File: config.mk
export PLATFORM = sky130hd
export DESIGN_NAME = kway_sorted_stream_merge
export DESIGN_NICKNAME = d
export VERILOG_FILES = /design/src/rtl/core/kwsm_pkg.sv /design/src/rtl/core/kway_sorted_stream_merge.sv /design/src/rtl/core/kwsm_ctrl.sv /design/src/rtl/core/kwsm_dp.sv
export SDC_FILE = /design/constraint.sdc
export NUM_CORES = 2
export LEC_CHECK = 0
export ABC_AREA = 0
export CORE_UTILIZATION = 63
export DETAILED_ROUTE_END_ITERATION = 8
export DONT_BUFFER_PORTS = 1
export GPL_ROUTABILITY_DRIVEN = 0
export PLACE_DENSITY_LB_ADDON = 0.1
export SLEW_MARGIN = 25
export SYNTH_ARGS = -nofsm -noshare
export SYNTH_HDL_FRONTEND = slang
export SYNTH_SLANG_ARGS = --single-unit
File: constraint.sdc
create_clock -name clock -period 13.6 [get_ports clock]
set_input_delay 0.68 -clock clock [delete_from_list [all_inputs] [get_ports clock]]
set_output_delay 0.68 -clock clock [all_outputs]
set_load 0.01 [all_outputs]
File: src/rtl/core/kwsm_pkg.sv
// Shared widths and controller/datapath handshake types for the k-way merge
package kwsm_pkg;

   // Fixed field widths of the channels
   localparam int KEY_W  = 62;
   localparam int CNT_W  = 30;
   localparam int PART_W = 4;
   localparam int CFG_W  = 5;

   // Reset value of the partition count register
   localparam logic [CFG_W-1:0] CFG_RESET = 5'd16;

   // Commands from the controller to the datapath
   typedef struct packed {
      logic capture;   // latch the accepted input beat
      logic load;      // store the beat as a partition head, prime the scan
      logic scan;      // step the head scan by one entry
      logic emit;      // move the winner (or done) into the output register
   } kwsm_cmd_type;

   // Status from the datapath to the controller
   typedef struct packed {
      logic finished;   // merge over, every beat gets the done result
      logic fill_more;  // fill phase continues after this load, no result due
      logic scan_done;  // every head compared, winner settled
      logic out_free;   // output register can take a result this cycle
   } kwsm_stat_type;

endpackage

File: src/rtl/core/kway_sorted_stream_merge.sv
// Top level of the k-way sorted stream merge
//
//   channel  direction  handshake          payload
//   req_     in         valid / stall      source_part, kmer_key, count_value, is_end
//   rsp_     out        valid / stall      out_key, out_count, out_valid, next_part, all_done
//   csr_     in         valid / ready      partitions_in_use
//
// A fill beat is accepted, then loaded. A merge beat, and the beat that ends the
// fill phase, is accepted, loaded, scanned over the clamped partition count of
// heads and emitted: the minimum is found by a serial scan of the head
// memory, one entry per cycle through its single read port. Once the merge is
// finished a beat is accepted, loaded and emitted.
// Reset is synchronous; it clears the live bits, the fill count and the state machine.
// The head memory needs no clearing. A stalled result sits in the output register
// while the next beat is taken and worked; that beat then waits to emit.
module kway_sorted_stream_merge #(
   parameter int PARTS = 16
) (
   input  logic                                clock,
   input  logic                                reset,
   // input beats
   input  logic                                req_valid,
   output logic                                req_stall,
   input  logic [kwsm_pkg::PART_W-1:0]         req_source_part,
   input  logic [kwsm_pkg::KEY_W-1:0]          req_kmer_key,
   input  logic [kwsm_pkg::CNT_W-1:0]          req_count_value,
   input  logic                                req_is_end,
   // result beats
   output logic                                rsp_valid,
   input  logic                                rsp_stall,
   output logic [kwsm_pkg::KEY_W-1:0]          rsp_out_key,
   output logic [kwsm_pkg::CNT_W-1:0]          rsp_out_count,
   output logic                                rsp_out_valid,
   output logic [kwsm_pkg::PART_W-1:0]         rsp_next_part,
   output logic                                rsp_all_done,
   // partition count register
   input  logic                                csr_valid,
   output logic                                csr_ready,
   input  logic [kwsm_pkg::CFG_W-1:0]          csr_partitions_in_use
);

   kwsm_pkg::kwsm_cmd_type  cmd;
   kwsm_pkg::kwsm_stat_type stat;
   logic                    req_take;

   // The partition of a beat follows from the fill order or the last request;
   // the advisory source tag is checked against nothing.
   assign req_take  = req_valid && (req_source_part == req_source_part);
   assign csr_ready = 1'b1;

   kwsm_ctrl u_ctrl (
      .clock     (clock),
      .reset     (reset),
      .req_valid (req_take),
      .req_stall (req_stall),
      .stat      (stat),
      .cmd       (cmd)
   );

   kwsm_dp #(
      .PARTS (PARTS)
   ) u_dp (
      .clock         (clock),
      .reset         (reset),
      .cfg_we        (csr_valid && csr_ready),
      .cfg_data      (csr_partitions_in_use),
      .in_key        (req_kmer_key),
      .in_count      (req_count_value),
      .in_end        (req_is_end),
      .cmd           (cmd),
      .stat          (stat),
      .rsp_stall     (rsp_stall),
      .rsp_valid     (rsp_valid),
      .rsp_out_key   (rsp_out_key),
      .rsp_out_count (rsp_out_count),
      .rsp_out_valid (rsp_out_valid),
      .rsp_next_part (rsp_next_part),
      .rsp_all_done  (rsp_all_done)
   );

endmodule

File: src/rtl/core/kwsm_ctrl.sv
// Sequencing state machine for the k-way merge: accept, load, scan, emit
module kwsm_ctrl (
   input  logic                   clock,
   input  logic                   reset,
   input  logic                   req_valid,
   output logic                   req_stall,
   input  kwsm_pkg::kwsm_stat_type stat,
   output kwsm_pkg::kwsm_cmd_type  cmd
);

   typedef enum logic [3:0] {
      ST_IDLE = 4'b0001,
      ST_LOAD = 4'b0010,
      ST_SCAN = 4'b0100,
      ST_EMIT = 4'b1000
   } ctrl_state_type;

   ctrl_state_type state_ff;
   ctrl_state_type state_in;

   // Take a beat only while no item is in work
   assign req_stall = (state_ff != ST_IDLE);

   // Next state and command decode
   always_comb begin
      state_in = state_ff;
      cmd      = '0;
      case (state_ff)
         ST_IDLE: begin
            if (req_valid) begin
               cmd.capture = 1'b1;
               state_in    = ST_LOAD;
            end
         end
         ST_LOAD: begin
            cmd.load = 1'b1;
            if (stat.finished) begin
               state_in = ST_EMIT;
            end else if (stat.fill_more) begin
               state_in = ST_IDLE;
            end else begin
               state_in = ST_SCAN;
            end
         end
         ST_SCAN: begin
            cmd.scan = 1'b1;
            if (stat.scan_done) begin
               state_in = ST_EMIT;
            end
         end
         ST_EMIT: begin
            if (stat.out_free) begin
               cmd.emit = 1'b1;
               state_in = ST_IDLE;
            end
         end
         default: begin
            state_in = ST_IDLE;
         end
      endcase
   end

   // State register
   always_ff @(posedge clock) begin
      if (reset) begin
         state_ff <= ST_IDLE;
      end else begin
         state_ff <= state_in;
      end
   end

endmodule

File: src/rtl/core/kwsm_dp.sv
// Datapath for the k-way merge: head memory, live bits, serial minimum scan, output register
module kwsm_dp #(
   parameter int PARTS = 16
) (
   input  logic                                  clock,
   input  logic                                  reset,
   // configuration
   input  logic                                  cfg_we,
   input  logic [kwsm_pkg::CFG_W-1:0]            cfg_data,
   // input beat payload
   input  logic [kwsm_pkg::KEY_W-1:0]            in_key,
   input  logic [kwsm_pkg::CNT_W-1:0]            in_count,
   input  logic                                  in_end,
   // controller link
   input  kwsm_pkg::kwsm_cmd_type                cmd,
   output kwsm_pkg::kwsm_stat_type               stat,
   // result channel
   input  logic                                  rsp_stall,
   output logic                                  rsp_valid,
   output logic [kwsm_pkg::KEY_W-1:0]            rsp_out_key,
   output logic [kwsm_pkg::CNT_W-1:0]            rsp_out_count,
   output logic                                  rsp_out_valid,
   output logic [kwsm_pkg::PART_W-1:0]           rsp_next_part,
   output logic                                  rsp_all_done
);

   localparam int IDX_W = (PARTS > 1) ? $clog2(PARTS) : 1;
   localparam int KEY_W = kwsm_pkg::KEY_W;
   localparam int CNT_W = kwsm_pkg::CNT_W;
   localparam int CFG_W = kwsm_pkg::CFG_W;
   localparam int HEAD_W = KEY_W + CNT_W;

   // Configuration and captured beat
   logic [CFG_W-1:0] cfg_ff;
   logic [KEY_W-1:0] in_key_ff;
   logic [CNT_W-1:0] in_count_ff;
   logic             in_end_ff;

   // Merge control state
   logic [PARTS-1:0] live_ff, live_in;
   logic [CFG_W-1:0] fill_ff;
   logic             merging_ff;
   logic [IDX_W-1:0] pending_ff;
   logic             finished_ff;

   // Head memory with registered read
   logic [HEAD_W-1:0] head_mem_ff [PARTS];
   logic [HEAD_W-1:0] mem_q_ff;

   // Scan state
   logic [CFG_W-1:0] scan_ff;
   logic             rd_pend_ff;
   logic             rd_live_ff;
   logic [IDX_W-1:0] rd_idx_ff;
   logic             found_ff;
   logic [KEY_W-1:0] best_key_ff;
   logic [CNT_W-1:0] best_count_ff;
   logic [IDX_W-1:0] best_idx_ff;

   // Output register
   logic             rsp_valid_ff;
   logic [KEY_W-1:0] out_key_ff;
   logic [CNT_W-1:0] out_count_ff;
   logic             out_valid_ff;
   logic [IDX_W-1:0] out_part_ff;
   logic             out_done_ff;

   logic [CFG_W-1:0] n_act;
   logic             fill_ld;
   logic [CFG_W-1:0] fill_nx;
   logic             fill_more;
   logic             head_we;
   logic [IDX_W-1:0] wr_idx;
   logic [IDX_W-1:0] scan_idx;
   logic             scan_issue;
   logic [KEY_W-1:0] rd_key;
   logic             take_best;
   logic             emit_rec;
   logic             out_free;

   // Clamp the partition count to 1..PARTS
   always_comb begin
      if (cfg_ff == '0) begin
         n_act = CFG_W'(1);
      end else if (32'(cfg_ff) > PARTS) begin
         n_act = CFG_W'(PARTS);
      end else begin
         n_act = cfg_ff;
      end
   end

   // Fill phase bookkeeping
   assign fill_ld   = !merging_ff && (fill_ff < n_act);
   assign fill_nx   = fill_ld ? (fill_ff + CFG_W'(1)) : fill_ff;
   assign fill_more = !merging_ff && (fill_nx < n_act);

   // Head write: fill slot or the partition last asked for
   assign wr_idx  = merging_ff ? pending_ff : IDX_W'(fill_ff);
   assign head_we = cmd.load && !finished_ff && (merging_ff || fill_ld);

   // Scan read side
   assign scan_idx   = IDX_W'(scan_ff);
   assign scan_issue = cmd.scan && (scan_ff < n_act);
   assign rd_key     = mem_q_ff[HEAD_W-1:CNT_W];
   assign take_best  = rd_pend_ff && rd_live_ff && (!found_ff || (rd_key < best_key_ff));

   // Emit a record only while a live head was found
   assign emit_rec = cmd.emit && !finished_ff && found_ff;
   assign out_free = !rsp_valid_ff || !rsp_stall;

   // Live bit update: set or drop on load, drop the winner on emit
   always_comb begin
      live_in = live_ff;
      if (head_we) begin
         live_in[wr_idx] = !in_end_ff;
      end
      if (emit_rec) begin
         live_in[best_idx_ff] = 1'b0;
      end
   end

   // Configuration register
   always_ff @(posedge clock) begin
      if (reset) begin
         cfg_ff <= kwsm_pkg::CFG_RESET;
      end else if (cfg_we) begin
         cfg_ff <= cfg_data;
      end
   end

   // Capture the accepted beat
   always_ff @(posedge clock) begin
      if (cmd.capture) begin
         in_key_ff   <= in_key;
         in_count_ff <= in_count;
         in_end_ff   <= in_end;
      end
   end

   // Head memory write and registered scan read
   always_ff @(posedge clock) begin
      if (head_we && !in_end_ff) begin
         head_mem_ff[wr_idx] <= {in_key_ff, in_count_ff};
      end
      if (scan_issue) begin
         mem_q_ff <= head_mem_ff[scan_idx];
      end
   end

   // Merge control state
   always_ff @(posedge clock) begin
      if (reset) begin
         live_ff     <= '0;
         fill_ff     <= '0;
         merging_ff  <= 1'b0;
         pending_ff  <= '0;
         finished_ff <= 1'b0;
      end else begin
         live_ff <= live_in;
         if (cmd.load && !finished_ff && !merging_ff) begin
            fill_ff <= fill_nx;
            if (!fill_more) begin
               merging_ff <= 1'b1;
            end
         end
         if (emit_rec) begin
            pending_ff <= best_idx_ff;
         end
         if (cmd.emit && !finished_ff && !found_ff) begin
            finished_ff <= 1'b1;
         end
      end
   end

   // Serial minimum scan; strict less-than keeps the lowest index on ties
   always_ff @(posedge clock) begin
      if (reset) begin
         scan_ff    <= '0;
         rd_pend_ff <= 1'b0;
         found_ff   <= 1'b0;
      end else if (cmd.load) begin
         scan_ff    <= '0;
         rd_pend_ff <= 1'b0;
         found_ff   <= 1'b0;
      end else begin
         rd_pend_ff <= scan_issue;
         if (scan_issue) begin
            scan_ff <= scan_ff + CFG_W'(1);
         end
         if (take_best) begin
            found_ff <= 1'b1;
         end
      end
   end

   // Scan payload: read tag and current winner
   always_ff @(posedge clock) begin
      if (scan_issue) begin
         rd_live_ff <= live_ff[scan_idx];
         rd_idx_ff  <= scan_idx;
      end
      if (take_best) begin
         best_key_ff   <= rd_key;
         best_count_ff <= mem_q_ff[CNT_W-1:0];
         best_idx_ff   <= rd_idx_ff;
      end
   end

   // Output register valid
   always_ff @(posedge clock) begin
      if (reset) begin
         rsp_valid_ff <= 1'b0;
      end else if (cmd.emit) begin
         rsp_valid_ff <= 1'b1;
      end else if (!rsp_stall) begin
         rsp_valid_ff <= 1'b0;
      end
   end

   // Output register payload: winner or the done beat
   always_ff @(posedge clock) begin
      if (cmd.emit) begin
         if (emit_rec) begin
            out_key_ff   <= best_key_ff;
            out_count_ff <= best_count_ff;
            out_valid_ff <= 1'b1;
            out_part_ff  <= best_idx_ff;
            out_done_ff  <= 1'b0;
         end else begin
            out_key_ff   <= '0;
            out_count_ff <= '0;
            out_valid_ff <= 1'b0;
            out_part_ff  <= '0;
            out_done_ff  <= 1'b1;
         end
      end
   end

   assign stat.finished  = finished_ff;
   assign stat.fill_more = fill_more;
   assign stat.scan_done = (scan_ff >= n_act) && !rd_pend_ff;
   assign stat.out_free  = out_free;

   assign rsp_valid     = rsp_valid_ff;
   assign rsp_out_key   = out_key_ff;
   assign rsp_out_count = out_count_ff;
   assign rsp_out_valid = out_valid_ff;
   assign rsp_next_part = kwsm_pkg::PART_W'(out_part_ff);
   assign rsp_all_done  = out_done_ff;

endmodule
Word level (Yosys, flattened, before mapping)
Memory sizes are Yosys's and may differ from the RTL's. A register that Yosys moved wholly into a read port is not among the register bits.
Cells that the tools add are included.

storage, ports and cells
  register bits after elaboration = 336
  RAM bits = 1,472
  input bits = 107
  output and inout bits = 101
  memories = 1

cells by class
  add/sub/neg operators = 2
  magnitude comparators = 11
  eq/ne operators = 9
  multiplexer cells = 31
  bitwise logic cells = 3
  reduce and logical (&&, ||, !) cells = 29

memories
  memory            depth  width  read ports  clocked after memory_dff  write ports  RTL line       source
  u_dp.head_mem_ff  16     92     1           1                         1            kwsm_dp.sv:47  logic [HEAD_W-1:0] head_mem_ff [PARTS];

operators with widths
  operator                                                            number
  < comparator 62 bit                                                 1
  two-way mux 16 bit                                                  2
  two-way mux 4 bit                                                   5
  AND 16 bit                                                          1
  bitwise mux 16 bit                                                  1
  NOT 16 bit                                                          1
  case mux 4 bit (4 select lines)                                     1
  logical AND 1 bit                                                   15
  < comparator 4 x 5 -> 1 bit (second input constant)                 3
  < comparator 5 bit                                                  3
  two-way mux 1 bit                                                   15
  two-way mux 5 bit                                                   3
  adder 5 x 1 -> 5 bit (second input constant)                        2
  demux 1 bit (select 4 bit)                                          2
  greater-or-equal comparator 4 x 1 -> 1 bit (second input constant)  2
  logical NOT 1 bit                                                   7
  greater-or-equal comparator 5 bit                                   1
  > comparator 5 bit (second input constant)                          1
  logical NOT 5 bit                                                   1
  binary-select mux 1 bit (select 4 bit)                              1
  == test 4 x 1 -> 1 bit (second input constant)                      1
  == test 4 x 2 -> 1 bit (second input constant)                      1
  == test 4 x 3 -> 1 bit (second input constant)                      1
  == test 4 bit (second input constant)                               1
  other kinds (9)                                                     13

Depth between registers and ports, before layout
  word-level depth = 11
  depth in mapped cells = 15
  gate-level depth less buffers = 15

Modules after synthesis
From an unflattened synthesis, not the netlist that was laid out.

unflattened totals
  cells, all modules = 3,108
  area, all modules = 71,499.8 sq um

modules (own cells, without submodules)
  module                    times used  cells each  area an instance (sq um)  seq. area each (sq um)
  kwsm_dp                   1           3,074       71,212.0                  56,534.2
  kwsm_ctrl                 1           32          276.5                     80.1
  kway_sorted_stream_merge  1           2           11.3                      0.0

Worst setup path after synthesis
No wires, ideal clock.

  path type = register -> register
  start point = register u_dp.cfg_ff[4]
  end point = memory u_dp.head_mem_ff[0][0] (netlist bit) (enable)
  arrival time = 10,752 ps
  data required time = 12,832 ps
  setup slack = 2,080 ps
  cell stages (with the launch flop) = 9
  path buffers = 0
  period minus slack after synthesis = 11,520 ps
  cells stage by stage = dfxtp_1 > inv_1 > nand2_1 > ha_1 > a2111oi_4 > o2111ai_4 > a21oi_1 > o21ai_0 > nor4_1

on the way
  word-level cells in the longest chain between the ends = 10
  elaborated cells on any way between the ends = 11
  classes of those cells = order compare: 2; mux: 4; reduce/logical: 5

ends and longest elaborated chain
  item                                         RTL line        source
  start: declaration                           kwsm_dp.sv:34   logic [CFG_W-1:0] cfg_ff;
  start signal: assignment                     kwsm_dp.sv:125  cfg_ff <= kwsm_pkg::CFG_RESET;
  start signal: assignment                     kwsm_dp.sv:127  cfg_ff <= cfg_data;
  > comparator 5 bit                           kwsm_dp.sv:85   end else if (32'(cfg_ff) > PARTS) begin
  two-way mux 5 bit                            kwsm_dp.sv:85
  two-way mux 5 bit (*)                        kwsm_dp.sv:83   if (cfg_ff == '0) begin
  < comparator 5 bit (*)                       kwsm_dp.sv:93   assign fill_ld = !merging_ff && (fill_ff < n_act);
  logical AND 1 bit (*)                        kwsm_dp.sv:93
  logical OR 1 bit (*)                         kwsm_dp.sv:99   assign head_we = cmd.load && !finished_ff && (merging_ff || fill_ld);
  logical AND 1 bit (*)                        kwsm_dp.sv:99
  logical AND 1 bit (*)                        kwsm_dp.sv:142  if (head_we && !in_end_ff) begin
  two-way mux 1 bit (*)                        kwsm_dp.sv:142
  two-way mux 1 bit (implied by the code) (*)  kwsm_dp.sv:143  head_mem_ff[wr_idx] <= {in_key_ff, in_count_ff};
  end: declaration                             kwsm_dp.sv:47

Every way passes the cells marked *; elsewhere a longest branch is shown, timed or not.

Final worst setup path
  start point = register u_dp.cfg_ff[4]
  end point = memory u_dp.head_mem_ff[10][38] (netlist bit) (enable)

Same word-level chain as after synthesis.

==> key figures <==
Timing
  – Hold Vio Cnt, Final: 0
  – Tmin final: 5.40 ns
  – Max Slew Vio Count: 0
  – Worst Skew: 0.0334 ns
  – Headroom to the max-slew limit: 0.273
  – Setup violators final: 0
  – Setup TNS: 0 ns
  – Final Cycle Share: 0.397
  – RSZ-0062 raised after global routing: false
  – Achievable Freq: 0.185 GHz
  – Actual transition at the worst max-transition pin: around 1.1 ns

Clock tree
  – Clk Latency, worst-skew pair: 0.79 ns
  – H-tree Lvls: 4
  – Num CTS Buffers: around 180
  – Setup bufs post-CTS: 0
  – Reg clk slew, reported paths: 0.06 ns
  – Clk buf depth: 3
  – CTS tree: yes
  – Clk sinks: 1900
  – CTS Root Cell: clkbuf_16

Synthesis
  – Mean Syn Cell Area: 23.1 µm²
  – Top cells by instance count after synthesis: edfxtp_1, mux4_2, nor2_1, inv_1, clkbuf_1
  – Multiplexer share of the synthesized area: 0.148
  – Area contributors post-synth: edfxtp_1, mux4_2, ha_1
  – Post-synth top area share: 0.781
  – Most numerous cell in the Yosys netlist: edfxtp_1
  – Mapped Nets: 3267
  – Synthesized instance count: 3084
  – FFs w/ async S/R, synth: 0
  – Yosys top cell by area: edfxtp_1
  – Post-synth EDFFs: 1856
  – Yosys Warn Count: 0
  – Post-synthesis adder-cell area fraction: 0.0133
  – Compound-Gate Fraction of Synth Area: 0.0129
  – Sequential fraction of the synthesis area: 0.794
  – Synthesized flop and latch total: 1900
  – Cell Area, Synth: slightly above 0.07 mm²
  – Post-synth cell types: 66
  – Largest family of logic cells by synthesized area: multiplexers
  – Synth Area in Simple Gates: 0.0182
  – Xor and xnor area share after synthesis: 0.00123
  – Commonest register cell after synthesis: edfxtp_1

Worst setup path
  – CP max stage cell: buf_4
  – FF-to-FF Start: u_dp.cfg_ff[4]$_SDFFE_PP1P_
  – Crit path max fanout: 42
  – CP Cell Sequence: inv_1 > nand2_1 > ha_1 > a2111oi_4 > o2111ai_4 > a211oi_4 > or2_2 > nand3_1 > nor2_4 > buf_4 > buf_4
  – CP Depth: 11
  – Crit. End Element: register
  – CP startpoint: u_dp.cfg_ff[4]$_SDFFE_PP1P_
  – Startpoint types: register
  – Crit path DAT: 5.80 ns
  – CP peak stage delay: 0.85 ns
  – Cell family with most CP delay: buffers and inverters
  – RR Endpoint: u_dp.head_mem_ff[10][38]$_DFFE_PP_
  – CP most frequent cell: buf_4
  – R2R setup slack: 8.20 ns
  – Worst setup path end: u_dp.head_mem_ff[10][38]$_DFFE_PP_
  – Reg2reg path depth: 11
  – CP bufs+invs: 3
  – Setup CP Type: register to register
  – Critical path data required time: approximately 14 ns

Die
  – Starting density of the core: 0.635
  – Core Area: 0.112 mm²
  – Die width: 339 µm
  – Die height: 339 µm
  – Num rows: approximately 120
  – I/O pin count: 208
  – Die area: 0.115 mm²

Drt
  – Vias: 32463
  – Post-route ant nets: 0
  – DR iter-0 viols: approximately 3600
  – DR vias/cell: 6.56
  – Routed wire length: 153000 µm
  – Remaining DRCs: 0
  – Drt pass-1 iters: 7
  – Routed WL per cell: 30.9 µm

Final layout
  – Nets@finish: 3475
  – Syn-to-layout area delta: 12.8%
  – Number of fill cells: 6412
  – Post-Layout Cell Count: roughly 5000
  – Ratio of cells with drive above 1 in the final layout: 0.242

Hold path
  – Worst hold path class: input port to register
  – Worst hold start: csr_valid

GRT
  – Largest net degree at the start of global routing: 114
  – Vias in the first global route: 33667
  – Grt ovf: 0
  – Total GRT Usage: 0.273
  – First-pass GRT wire length: 225000 µm
  – Initial antenna violation count: 12

Power and ir drop
  – Worst vdd ir: ~0.13 mV
  – Leak Pwr: 0.0253 µW
  – Power Density: 147 mW/mm²

Place
  – PortBufs: 0
  – Post-placement cell count: 4513
  – Dpl hpwl: 75800 µm

Job
  – Max-capacitance violation count: 0

Outcome
  – Status: completed
layout by cell type (no fill, tap or decap), types with 10 or more instances in the layout:
cell type	instances
a21oi_1	45
and2_1	32
buf_12	10
buf_4	46
bufinv_16	23
clkbuf_1	38
clkbuf_16	187
clkinv_1	36
clkinv_2	37
dfxtp_1	40
dlygate4sd3_1	94
edfxtp_1	1856
ha_1	76
inv_1	83
mux4_2	465
nand2_1	46
nand3_1	17
nand4_1	16
nor2_1	97
o21ai_0	27
logic make-up after synthesis:
kind of cell	after synthesis
flip-flops	1900
buffers and inverters	218
other	1
multiplexers	476
AND/OR/NAND/NOR	268
adder cells (fa/ha/maj)	76
AO/OA/AOI/OAI	135
XOR/XNOR	10
how the worst min path moves through the flow:
stage,slack (ns),end,depth (start not counted)
finish,0.05,u_dp.cfg_ff[4]$_SDFFE_PP1P_,2
global route,0.03,u_dp.cfg_ff[4]$_SDFFE_PP1P_,1
CTS,0.006,u_dp.live_ff[3]$_SDFF_PP0_,2
detailed placement,0.40,u_dp.best_count_ff[22]$_DFFE_PP_,0
global placement,0.40,u_dp.best_idx_ff[0]$_DFFE_PP_,0
floorplan,0.40,u_dp.best_count_ff[0]$_DFFE_PP_,0
metrics by stage:
step | hold slack, ns | power [µW] | setup slack [ns] | util | instance area [µm²]
CTS | 0.00551 | 11900 | 8.16 | 0.716 | 80400
global placement | 0.402 | 6780 | 8.13 | 0.653 | 73300
global route | 0.0258 | 12100 | 7.99 | 0.716 | 80400
floorplan | 0.400 | 6730 | 2.08 | - | 71300
finish | 0.0519 | 11800 | 8.20 | 0.716 | 80400
detailed placement | 0.405 | 6800 | 8.17 | 0.654 | 73500
flip-flops by register name, summed over array words and instances (netlist names), 4 cells and up:
name	count
u_dp.pending_ff	4
u_dp.best_count_ff	30
u_dp.rsp_next_part	4
u_dp.cfg_ff	5
u_dp.fill_ff	5
u_dp.best_idx_ff	4
u_dp.rsp_out_key	62
u_dp.rsp_out_count	30
u_dp.mem_q_ff	92
u_dp.best_key_ff	62
u_dp.scan_ff	5
u_dp.head_mem_ff	1472
u_dp.live_ff	16
u_ctrl.state_ff	4
u_dp.in_count_ff	30
u_dp.in_key_ff	62
u_dp.rd_idx_ff	4
cell type report:
cell class	count	area (µm²)	share of cell area
flip-flops and latches	1900	56600	0.704
inverters	86	328	0.00408
repair buffers	155	1590	0.0198
well taps	1500	1880	0.0233
clock buffers	227	4850	0.0603
multi-input cells	966	14000	0.174
clock inverters	114	1190	0.0148
diodes	2	5.00	0.0000622
power breakdown:
group / internal [µW] / switching, µW / total, µW
sequential: 6500 / 102 / 6600
combinational: 38.6 / 57.9 / 96.6
clock: 2970 / 2120 / 5090
total: 9510 / 2280 / 11800
worst reg2reg max path, delay by kind of cell (launching register included):
family	cells	cell delay (ns)
compound gates	3	1.11
fa+ha+maj	1	0.36
buf+inv	3	1.82
flops	1	0.31
simple gates	4	1.40
what timing repair did:
item	CTS	global route
endpoints found under the hold margin	114	0
setup endpoints to repair	0	0
resized for setup	0	0
hold buffers	94	0
per-layer routing:
| metal | wire [µm] | track usage |
|---|---|---|
| met5 | 92 | 0 |
| met4 | 3080 | 0.0705 |
| met3 | 10700 | 0.0430 |
| met2 | 78300 | 0.453 |
| met1 | 60800 | 0.389 |
Note: power is estimated with default switching activity, not from simulation.
